$ cat config.mk
export PLATFORM = sky130hd
export DESIGN_NAME = sha256_hash_engine
export DESIGN_NICKNAME = d
export VERILOG_FILES = /design/src/sha_pkg.sv /design/src/sha_fifo.sv /design/src/sha_core.sv /design/src/sha256_hash_engine.sv
export SDC_FILE = /design/constraint.sdc
export NUM_CORES = 2
export LEC_CHECK = 0
export BUFFER_PORTS_ARGS = -buffer_cell sky130_fd_sc_hd__buf_2
export CORE_MARGIN = 2
export CORE_UTILIZATION = 24
export CTS_CLUSTER_DIAMETER = 80
export DETAILED_ROUTE_END_ITERATION = 16
export PLACE_DENSITY_LB_ADDON = 0.1
export SETUP_SLACK_MARGIN = 0.5
export SYNTH_ARGS = -nofsm -noshare
export SYNTH_HDL_FRONTEND = slang
export SYNTH_SLANG_ARGS = --single-unit
$ cat constraint.sdc
create_clock -name clk_i -period 14.05 [get_ports clk_i]
set_clock_uncertainty 0.2 [all_clocks]
set_input_delay 1.405 -clock clk_i [delete_from_list [all_inputs] [get_ports clk_i]]
set_output_delay 1.405 -clock clk_i [all_outputs]
set_load 0.1 [all_outputs]
$ cat src/sha_pkg.sv
// Package: SHA-256 constants, types and round functions shared by the engine modules.
package sha_pkg;

  localparam int unsigned LenBits = 64;

  typedef struct packed {
    logic [31:0] data;
    logic [2:0]  nbytes;
    logic        last;
  } in_item_t;

  typedef enum logic [2:0] {
    ST_IDLE,
    ST_PACK,
    ST_PAD,
    ST_COMP,
    ST_ADD,
    ST_EMIT
  } core_state_e;

  typedef logic [31:0] word_t;

  function automatic word_t init_h(input logic [2:0] i);
    word_t r;
    unique case (i)
      3'd0: r = 32'h6a09e667;
      3'd1: r = 32'hbb67ae85;
      3'd2: r = 32'h3c6ef372;
      3'd3: r = 32'ha54ff53a;
      3'd4: r = 32'h510e527f;
      3'd5: r = 32'h9b05688c;
      3'd6: r = 32'h1f83d9ab;
      default: r = 32'h5be0cd19;
    endcase
    return r;
  endfunction

  localparam word_t RoundK [64] = '{
    32'h428a2f98, 32'h71374491, 32'hb5c0fbcf, 32'he9b5dba5, 32'h3956c25b, 32'h59f111f1,
    32'h923f82a4, 32'hab1c5ed5, 32'hd807aa98, 32'h12835b01, 32'h243185be, 32'h550c7dc3,
    32'h72be5d74, 32'h80deb1fe, 32'h9bdc06a7, 32'hc19bf174, 32'he49b69c1, 32'hefbe4786,
    32'h0fc19dc6, 32'h240ca1cc, 32'h2de92c6f, 32'h4a7484aa, 32'h5cb0a9dc, 32'h76f988da,
    32'h983e5152, 32'ha831c66d, 32'hb00327c8, 32'hbf597fc7, 32'hc6e00bf3, 32'hd5a79147,
    32'h06ca6351, 32'h14292967, 32'h27b70a85, 32'h2e1b2138, 32'h4d2c6dfc, 32'h53380d13,
    32'h650a7354, 32'h766a0abb, 32'h81c2c92e, 32'h92722c85, 32'ha2bfe8a1, 32'ha81a664b,
    32'hc24b8b70, 32'hc76c51a3, 32'hd192e819, 32'hd6990624, 32'hf40e3585, 32'h106aa070,
    32'h19a4c116, 32'h1e376c08, 32'h2748774c, 32'h34b0bcb5, 32'h391c0cb3, 32'h4ed8aa4a,
    32'h5b9cca4f, 32'h682e6ff3, 32'h748f82ee, 32'h78a5636f, 32'h84c87814, 32'h8cc70208,
    32'h90befffa, 32'ha4506ceb, 32'hbef9a3f7, 32'hc67178f2
  };

  function automatic word_t rotr(input word_t x, input int unsigned n);
    return (x >> n) | (x << (32 - n));
  endfunction

  function automatic word_t sig0(input word_t x);
    return rotr(x, 7) ^ rotr(x, 18) ^ (x >> 3);
  endfunction

  function automatic word_t sig1(input word_t x);
    return rotr(x, 17) ^ rotr(x, 19) ^ (x >> 10);
  endfunction

  function automatic word_t bsig0(input word_t x);
    return rotr(x, 2) ^ rotr(x, 13) ^ rotr(x, 22);
  endfunction

  function automatic word_t bsig1(input word_t x);
    return rotr(x, 6) ^ rotr(x, 11) ^ rotr(x, 25);
  endfunction

endpackage

$ cat src/sha_fifo.sv
// Two-entry input queue between the stream port and the hash core.
module sha_fifo
  import sha_pkg::*;
(
  input  logic     clk_i,
  input  logic     rst_ni,
  input  logic     wr_valid_i,
  output logic     wr_ready_o,
  input  in_item_t wr_item_i,
  output logic     rd_valid_o,
  input  logic     rd_ready_i,
  output in_item_t rd_item_o
);

  in_item_t   mem_q [2];
  logic       wptr_q, rptr_q;
  logic [1:0] cnt_q;
  logic       push, pop;

  assign wr_ready_o = (cnt_q != 2'd2);
  assign rd_valid_o = (cnt_q != 2'd0);
  assign push = wr_valid_i & wr_ready_o;
  assign pop  = rd_valid_o & rd_ready_i;
  assign rd_item_o = mem_q[rptr_q];

  always_ff @(posedge clk_i) begin
    if (push) begin
      mem_q[wptr_q] <= wr_item_i;
    end
  end

  always_ff @(posedge clk_i or negedge rst_ni) begin
    if (!rst_ni) begin
      wptr_q <= 1'b0;
      rptr_q <= 1'b0;
      cnt_q  <= 2'd0;
    end else begin
      if (push) wptr_q <= ~wptr_q;
      if (pop)  rptr_q <= ~rptr_q;
      cnt_q <= cnt_q + {1'b0, push} - {1'b0, pop};
    end
  end

endmodule

$ cat src/sha_core.sv
// Hash core: byte packing, padding, one compression round per cycle and digest output.
module sha_core
  import sha_pkg::*;
(
  input  logic        clk_i,
  input  logic        rst_ni,
  input  logic        in_valid_i,
  output logic        in_ready_o,
  input  in_item_t    in_item_i,
  output logic        out_valid_o,
  input  logic        out_ready_i,
  output logic [31:0] digest_o,
  output logic [2:0]  index_o,
  output logic        last_o
);

  core_state_e state_q, state_d;
  word_t       h_q [8];
  word_t       v_q [8];
  word_t       w_q [16];
  logic [5:0]  fill_q;
  logic [63:0] bits_q;
  logic [5:0]  rnd_q;
  logic [2:0]  bcnt_q;   // bytes of the current word left to pack
  logic [1:0]  bidx_q;   // byte position within the held word
  word_t       word_q;
  logic        last_q;
  logic        fin_q;    // padding phase active
  logic        lenph_q;  // writing length bytes
  logic [3:0]  pcnt_q;   // padding byte counter for length
  logic [2:0]  oidx_q;

  // byte that goes into the buffer this cycle
  logic [7:0]  byte_v;
  logic [63:0] len_v;
  word_t       wn, t1, t2, s_new;
  logic [3:0]  wi;

  // keep only the low LenBits bits of the message length
  assign len_v = bits_q & (64'hFFFF_FFFF_FFFF_FFFF >> (64 - LenBits));
  always_comb begin
    byte_v = word_q[31 - 8*bidx_q -: 8];
    if (state_q == ST_PAD) begin
      if (!lenph_q) byte_v = fin_q ? 8'h00 : 8'h80;
      else byte_v = len_v[63 - 8*pcnt_q[2:0] -: 8];
    end
  end

  assign wi    = rnd_q[3:0];
  assign s_new = w_q[wi] + sig0(w_q[wi + 4'd1]) + w_q[wi + 4'd9] + sig1(w_q[wi + 4'd14]);
  assign wn    = (rnd_q < 6'd16) ? w_q[wi] : s_new;
  assign t1 = v_q[7] + bsig1(v_q[4]) + ((v_q[4] & v_q[5]) ^ (~v_q[4] & v_q[6]))
              + RoundK[rnd_q] + wn;
  assign t2 = bsig0(v_q[0]) + ((v_q[0] & v_q[1]) ^ (v_q[0] & v_q[2]) ^ (v_q[1] & v_q[2]));

  assign in_ready_o  = (state_q == ST_IDLE);
  assign out_valid_o = (state_q == ST_EMIT);
  assign digest_o    = h_q[oidx_q];
  assign index_o     = oidx_q;
  assign last_o      = (oidx_q == 3'd7);

  logic pack_fire;
  assign pack_fire = (state_q == ST_PACK) || (state_q == ST_PAD);

  always_comb begin
    state_d = state_q;
    unique case (state_q)
      ST_IDLE: if (in_valid_i) state_d = ST_PACK;
      ST_PACK: begin
        if (bcnt_q == 3'd0) state_d = last_q ? ST_PAD : ST_IDLE;
        else if (fill_q == 6'd63) state_d = ST_COMP;
      end
      ST_PAD: if (fill_q == 6'd63) state_d = ST_COMP;
      ST_COMP: if (rnd_q == 6'd63) state_d = ST_ADD;
      ST_ADD: begin
        if (fin_q && lenph_q && pcnt_q == 4'd8) state_d = ST_EMIT;
        else if (fin_q) state_d = ST_PAD;
        else if (bcnt_q != 3'd0) state_d = ST_PACK;
        else state_d = last_q ? ST_PAD : ST_IDLE;
      end
      ST_EMIT: if (out_ready_i && oidx_q == 3'd7) state_d = ST_IDLE;
      default: state_d = ST_IDLE;
    endcase
  end

  always_ff @(posedge clk_i) begin
    if (pack_fire && !(state_q == ST_PACK && bcnt_q == 3'd0)) begin
      w_q[fill_q[5:2]][31 - 8*fill_q[1:0] -: 8] <= byte_v;
    end
    if (state_q == ST_COMP && rnd_q >= 6'd16) begin
      w_q[wi] <= s_new;
    end
  end

  always_ff @(posedge clk_i or negedge rst_ni) begin
    if (!rst_ni) begin
      state_q <= ST_IDLE;
      for (int i = 0; i < 8; i++) begin
        h_q[i] <= init_h(3'(i));
        v_q[i] <= '0;
      end
      fill_q <= '0; bits_q <= '0; rnd_q <= '0; bcnt_q <= '0; bidx_q <= '0;
      word_q <= '0; last_q <= 1'b0; fin_q <= 1'b0; lenph_q <= 1'b0;
      pcnt_q <= '0; oidx_q <= '0;
    end else begin
      state_q <= state_d;
      unique case (state_q)
        ST_IDLE: if (in_valid_i) begin
          word_q <= in_item_i.data;
          bcnt_q <= (in_item_i.nbytes > 3'd4) ? 3'd4 : in_item_i.nbytes;
          bidx_q <= '0;
          last_q <= in_item_i.last;
        end
        ST_PACK: if (bcnt_q != 3'd0) begin
          fill_q <= fill_q + 6'd1;
          bits_q <= bits_q + 64'd8;
          bcnt_q <= bcnt_q - 3'd1;
          bidx_q <= bidx_q + 2'd1;
        end
        ST_PAD: begin
          fill_q <= fill_q + 6'd1;
          fin_q  <= 1'b1;
          if (lenph_q) pcnt_q <= pcnt_q + 4'd1;
          if (fill_q == 6'd55) lenph_q <= 1'b1;
        end
        ST_COMP: begin
          if (rnd_q == 6'd0) begin
            // round 0 works from the hash state directly
            v_q[7] <= h_q[6]; v_q[6] <= h_q[5]; v_q[5] <= h_q[4];
            v_q[3] <= h_q[2]; v_q[2] <= h_q[1]; v_q[1] <= h_q[0];
          end else begin
            v_q[7] <= v_q[6]; v_q[6] <= v_q[5]; v_q[5] <= v_q[4];
            v_q[3] <= v_q[2]; v_q[2] <= v_q[1]; v_q[1] <= v_q[0];
          end
          v_q[4] <= v_q[3] + t1;
          v_q[0] <= t1 + t2;
          rnd_q  <= rnd_q + 6'd1;
        end
        ST_ADD: begin
          for (int i = 0; i < 8; i++) h_q[i] <= h_q[i] + v_q[i];
        end
        ST_EMIT: if (out_ready_i) begin
          oidx_q <= oidx_q + 3'd1;
          if (oidx_q == 3'd7) begin
            for (int i = 0; i < 8; i++) h_q[i] <= init_h(3'(i));
            fill_q <= '0; bits_q <= '0; fin_q <= 1'b0; lenph_q <= 1'b0;
            pcnt_q <= '0; last_q <= 1'b0;
          end
        end
        default: ;
      endcase
      // load working vars from hash state on entry to the rounds
      if (state_d == ST_COMP && state_q != ST_COMP) begin
        for (int i = 0; i < 8; i++) v_q[i] <= h_q[i];
        rnd_q <= '0;
      end
    end
  end

endmodule

$ cat src/sha256_hash_engine.sv
// Top level: SHA-256 stream engine with an input queue in front of the hash core.
// A word passes through the queue and is packed into the block buffer byte by byte;
// each full 64-byte block then runs 64 compression rounds and an add step.
// After the last word, padding fills the block up to its end and each padded block is
// compressed likewise, then the eight digest words leave one per cycle while taken.
// Reset (rst_ni low, async) loads the initial hash.
module sha256_hash_engine
  import sha_pkg::*;
(
  input  logic        clk_i,
  input  logic        rst_ni,
  input  logic        s_axis_tvalid_i,
  output logic        s_axis_tready_o,
  input  logic [39:0] s_axis_tdata_i,   // [31:0] data_word, [34:32] valid_bytes, zero fill
  input  logic        s_axis_tlast_i,
  output logic        m_axis_tvalid_o,
  input  logic        m_axis_tready_i,
  output logic [39:0] m_axis_tdata_o,   // [31:0] digest_word, [34:32] word_index, zero fill
  output logic        m_axis_tlast_o
);

  in_item_t   wr_item, rd_item;
  logic       q_valid, q_ready;
  logic [31:0] dig;
  logic [2:0]  idx;

  assign wr_item.data   = s_axis_tdata_i[31:0];
  assign wr_item.nbytes = s_axis_tdata_i[34:32];
  assign wr_item.last   = s_axis_tlast_i;

  sha_fifo u_fifo (
    .clk_i, .rst_ni,
    .wr_valid_i(s_axis_tvalid_i), .wr_ready_o(s_axis_tready_o), .wr_item_i(wr_item),
    .rd_valid_o(q_valid), .rd_ready_i(q_ready), .rd_item_o(rd_item)
  );

  sha_core u_core (
    .clk_i, .rst_ni,
    .in_valid_i(q_valid), .in_ready_o(q_ready), .in_item_i(rd_item),
    .out_valid_o(m_axis_tvalid_o), .out_ready_i(m_axis_tready_i),
    .digest_o(dig), .index_o(idx), .last_o(m_axis_tlast_o)
  );

  assign m_axis_tdata_o = {5'd0, idx, dig};

endmodule

==> impl_metrics.py <==
metrics = {
    "timing": {
        "hold_viol": 0,
        "maxSlewViolCount": 0,
        "setup_viol": 0,
        "fin_crit_sh": 0.920,
        "min_period_ns": 12.92,
        "worstMarginPinSlew_ns": 1.29,
        "rsz0062_at_grt": "false",
        "tns_ns": 0,
        "maxSlewHeadroom": 0.130,
        "setup_ws_ns": 1.13,
        "fmax_mhz": 77.4,
    },
    "floorplan": {
        "die_w_um": 618,
        "start_util": 0.241,
        "fp.dieH_um": 618,
        "core-area_um2": 375000,
        "die_area_um2": 381000,
        "io_pins": 88,
        "rows": 225,
    },
    "clock_tree": {
        "cts_made_buffers": 171,
        "cts_sinks": 1223,
        "path_clk_slew_ns": 0.06,
        "cts-root-buf": "clkbuf_16",
        "cts_tree": "yes",
        "clkLatencyLatePin_ns": 0.91,
        "htreeDepth": 4,
        "cts_hold_buf": 0,
        "clk_path_buf_depth": 4,
    },
    "setup_path": {
        "r2r_slack_ns": 1.13,
        "worstSetupPathType": "reg2reg",
        "r2r-end": "u_core.v_q[255]",
        "critPathRequiredTime_ns": 14.58,
        "critPathSlowestCell": "mux4_2",
        "arrival_ns": 13.45,
        "end_kind": "flop",
        "reg2reg_from": "u_core.rnd_q[0]",
        "r2r_cells": 49,
        "crit_fanout": 16,
        "worstSetupStartpointType": "flop",
        "crit_path_max_incr_delay_ns": 0.63,
    },
    "logic_synthesis": {
        "synth_top_flop_cell": "edfxtp_1",
        "ys_ff_latch": 1223,
        "seq_area_frac_synth": 0.373,
        "async_flop_share": 0.522,
        "syn-cell-area_um2": 90400,
        "synth-edff-count": 584,
        "synth.yosys.warnings": 0,
        "syn_inst": 8549,
        "synth_cell_type_count": 96,
        "synth_area_per_cell_um2": 10.6,
        "synth.largest_area_cell": "edfxtp_1",
        "synth.area.top_cells": "edfxtp_1 19%, dfrtp_1 14%, mux4_2 13%, ha_1 5.8%, fa_1 4.3%",
        "synth.top_cell.area_share": 0.194,
    },
    "detailed_routing": {
        "drc": 0,
        "vias": 70900,
        "ant_nets": 0,
        "first_iter_violations": 5714,
        "drt_pass1_iterations": 6,
        "via_per_inst": 5.19,
        "wl_per_cell_um": 27.8,
        "routed_wl_um": 379000,
    },
    "global_routing": {
        "grt_pass1_vias": 70600,
        "overflow": 0,
        "grt_usage": 0.194,
        "grt_max_degree": 161,
        "grt_pass1_wl_um": 541000,
        "grt_antenna_before_repair": 6,
    },
    "hold_path": {
        "hold_depth": 2,
        "holdCritStartpoint": "u_core.word_q[20]",
        "hold_end": "u_core.word_q[20]",
        "hp-class": "reg2reg",
    },
    "cells_and_area": {
        "drive_above_1_share": 0.167,
        "fillers": 39000,
        "finalNetCount": 9176,
        "finalCoreUtilization": 0.275,
        "final_cells": 13700,
        "area_delta_synth_final_pct": 14.2,
    },
    "place": {
        "hpwl_um": 276000,
        "gp_congestion": 0.883,
        "pre_cts_ws_ns": 0.609,
        "port_buffers": 77,
        "dpl.cell_count": 13300,
    },
    "flow_run": {
        "max_cap_viol_count": 0,
    },
    "run_status": {
        "status": "complete, no violations",
    },
}
-- per-layer routing --
| layer | vias to the layer above | part of all wire | track usage |
|---|---|---|---|
| met1 | 37100 | 0.46 | 0.268 |
| met5 | - | 0 | 0 |
| met3 | 388 | 0.041 | 0.0197 |
| li1 | 31600 | - | - |
| met2 | 1783 | 0.48 | 0.326 |
| met4 | 0 | 0.026 | 0.0468 |
-- through the flow --
| stage | instance area (um2) | hold slack [ns] |
|---|---|---|
| 2_1_floorplan | 90400 | 0.245 |
| 3_3_place_gp | 97300 | 0.262 |
| 3_5_place_dp | 97300 | 0.268 |
| 4_1_cts | 103000 | 0.281 |
| 5_1_grt | 103000 | 0.297 |
| 6_report | 103000 | 0.277 |
-- cell type report --
cell class	instances	area, um2	share of cell area
antenna	2	5.00	0.0000485
clock buffer	228	4660	0.0452
clock inverter	87	991	0.00960
inverter	380	1430	0.0138
multi-input combinational	6405	53400	0.518
sequential	1223	33700	0.327
tap	4994	6250	0.0605
timing repair buffer	339	2730	0.0265
-- Yosys cell counts, drive strengths merged, types with 16 or more instances --
master  count
nand3     107
nand2     868
o21bai     46
xor2      250
o22ai      43
mux4      505
dfrtp     503
buf       138
dfstp     136
a31oi     243
ha        416
o21ai     482
a22o       35
nand4      30
a21o      166
clkbuf    407
nand2b     90
nor2b     222
inv       379
o211ai     35
edfxtp    584
or3        42
a21boi     17
mux2i     246
o21a       76
and2       16
a21oi     506
xnor2     368
nor3      104
o221ai     31
nor2      542
fa        195
a221oi     22
maj3       18
mux2       79
and3       45
o31ai      44
a211oi    247
o22a       18
or2        25
-- cells by family (layout without fill, tap and decap cells) --
group	Yosys count	after routing	share of synthesized area
flip-flops	1223	1223	0.373
adder cells (fa/ha/maj)	629	629	0.103
AND/OR/NAND/NOR	2155	2155	0.109
XOR/XNOR	618	618	0.0600
other	1	7	0.0000415
AO/OA/AOI/OAI	2168	2168	0.153
buffers and inverters	925	1034	0.0397
multiplexers	830	830	0.163
-- worst max path at each step --
stage                         start         endpoint  depth (start not counted)
floorplan           u_core.rnd_q[0]  u_core.v_q[255]                         57
global placement    u_core.rnd_q[0]  u_core.v_q[255]                         50
detailed placement  u_core.rnd_q[0]  u_core.v_q[255]                         50
CTS                 u_core.rnd_q[0]  u_core.v_q[255]                         48
global route        u_core.rnd_q[0]  u_core.v_q[255]                         49
finish              u_core.rnd_q[0]  u_core.v_q[255]                         49
-- placed cells by master, fill, tap and decap left out, types with 79 or more instances in the layout --
cell,n
edfxtp_1,584
nand3_1,106
o21ai_0,457
dfrtp_1,493
a21o_1,165
nor2_1,507
buf_4,231
a21oi_1,503
mux2i_1,245
nand2_1,867
nand2b_1,88
fa_1,195
xnor2_1,365
nor2b_1,221
inv_1,377
mux4_2,505
a211oi_1,245
clkbuf_16,173
ha_1,412
xor2_1,249
mux2_2,79
a31oi_1,243
dfstp_2,136
nor3_1,102
-- registers in the layout, indices dropped and copies added, names as in the netlist --
register	cells
u_core.lenph_q	1
u_fifo.rptr_q	1
u_core.v_q	256
u_core.bits_q	61
u_core.word_q	32
u_core.state_q	3
u_core.h_q	256
u_core.rnd_q	6
u_fifo.wptr_q	1
u_core.bcnt_q	3
u_core.w_q	512
u_core.pcnt_q	4
u_core.fin_q	1
u_fifo.mem_q	72
u_core.index_o	3
u_fifo.cnt_q	2
u_core.bidx_q	2
u_core.last_q	1
u_core.fill_q	6
-- critical path: cells and delay by family, from the launching register on --
kind	cells	cell delay [ns]
xor gates and xnor gates	5	0.97
buffers and inverters	7	1.00
muxes	2	0.96
AOI/OAI and AO/OA	23	4.71
adders and majority gates	10	4.09
DFF	1	0.59
and+or+nand+nor	2	0.18
-- timing repair --
| action | CTS | global route |
|---|---|---|
| pin swaps | 0 | 2 |
| resized for setup | 1 | 25 |
| setup buffers | 0 | 10 |
| gates cloned | 0 | 1 |
| endpoints found under the hold margin | 0 | 0 |
| endpoints found under the setup margin | 1 | 9 |
Power is not shown: default switching activity piles up to over one toggle a cycle in this logic, so the estimate is an artifact.
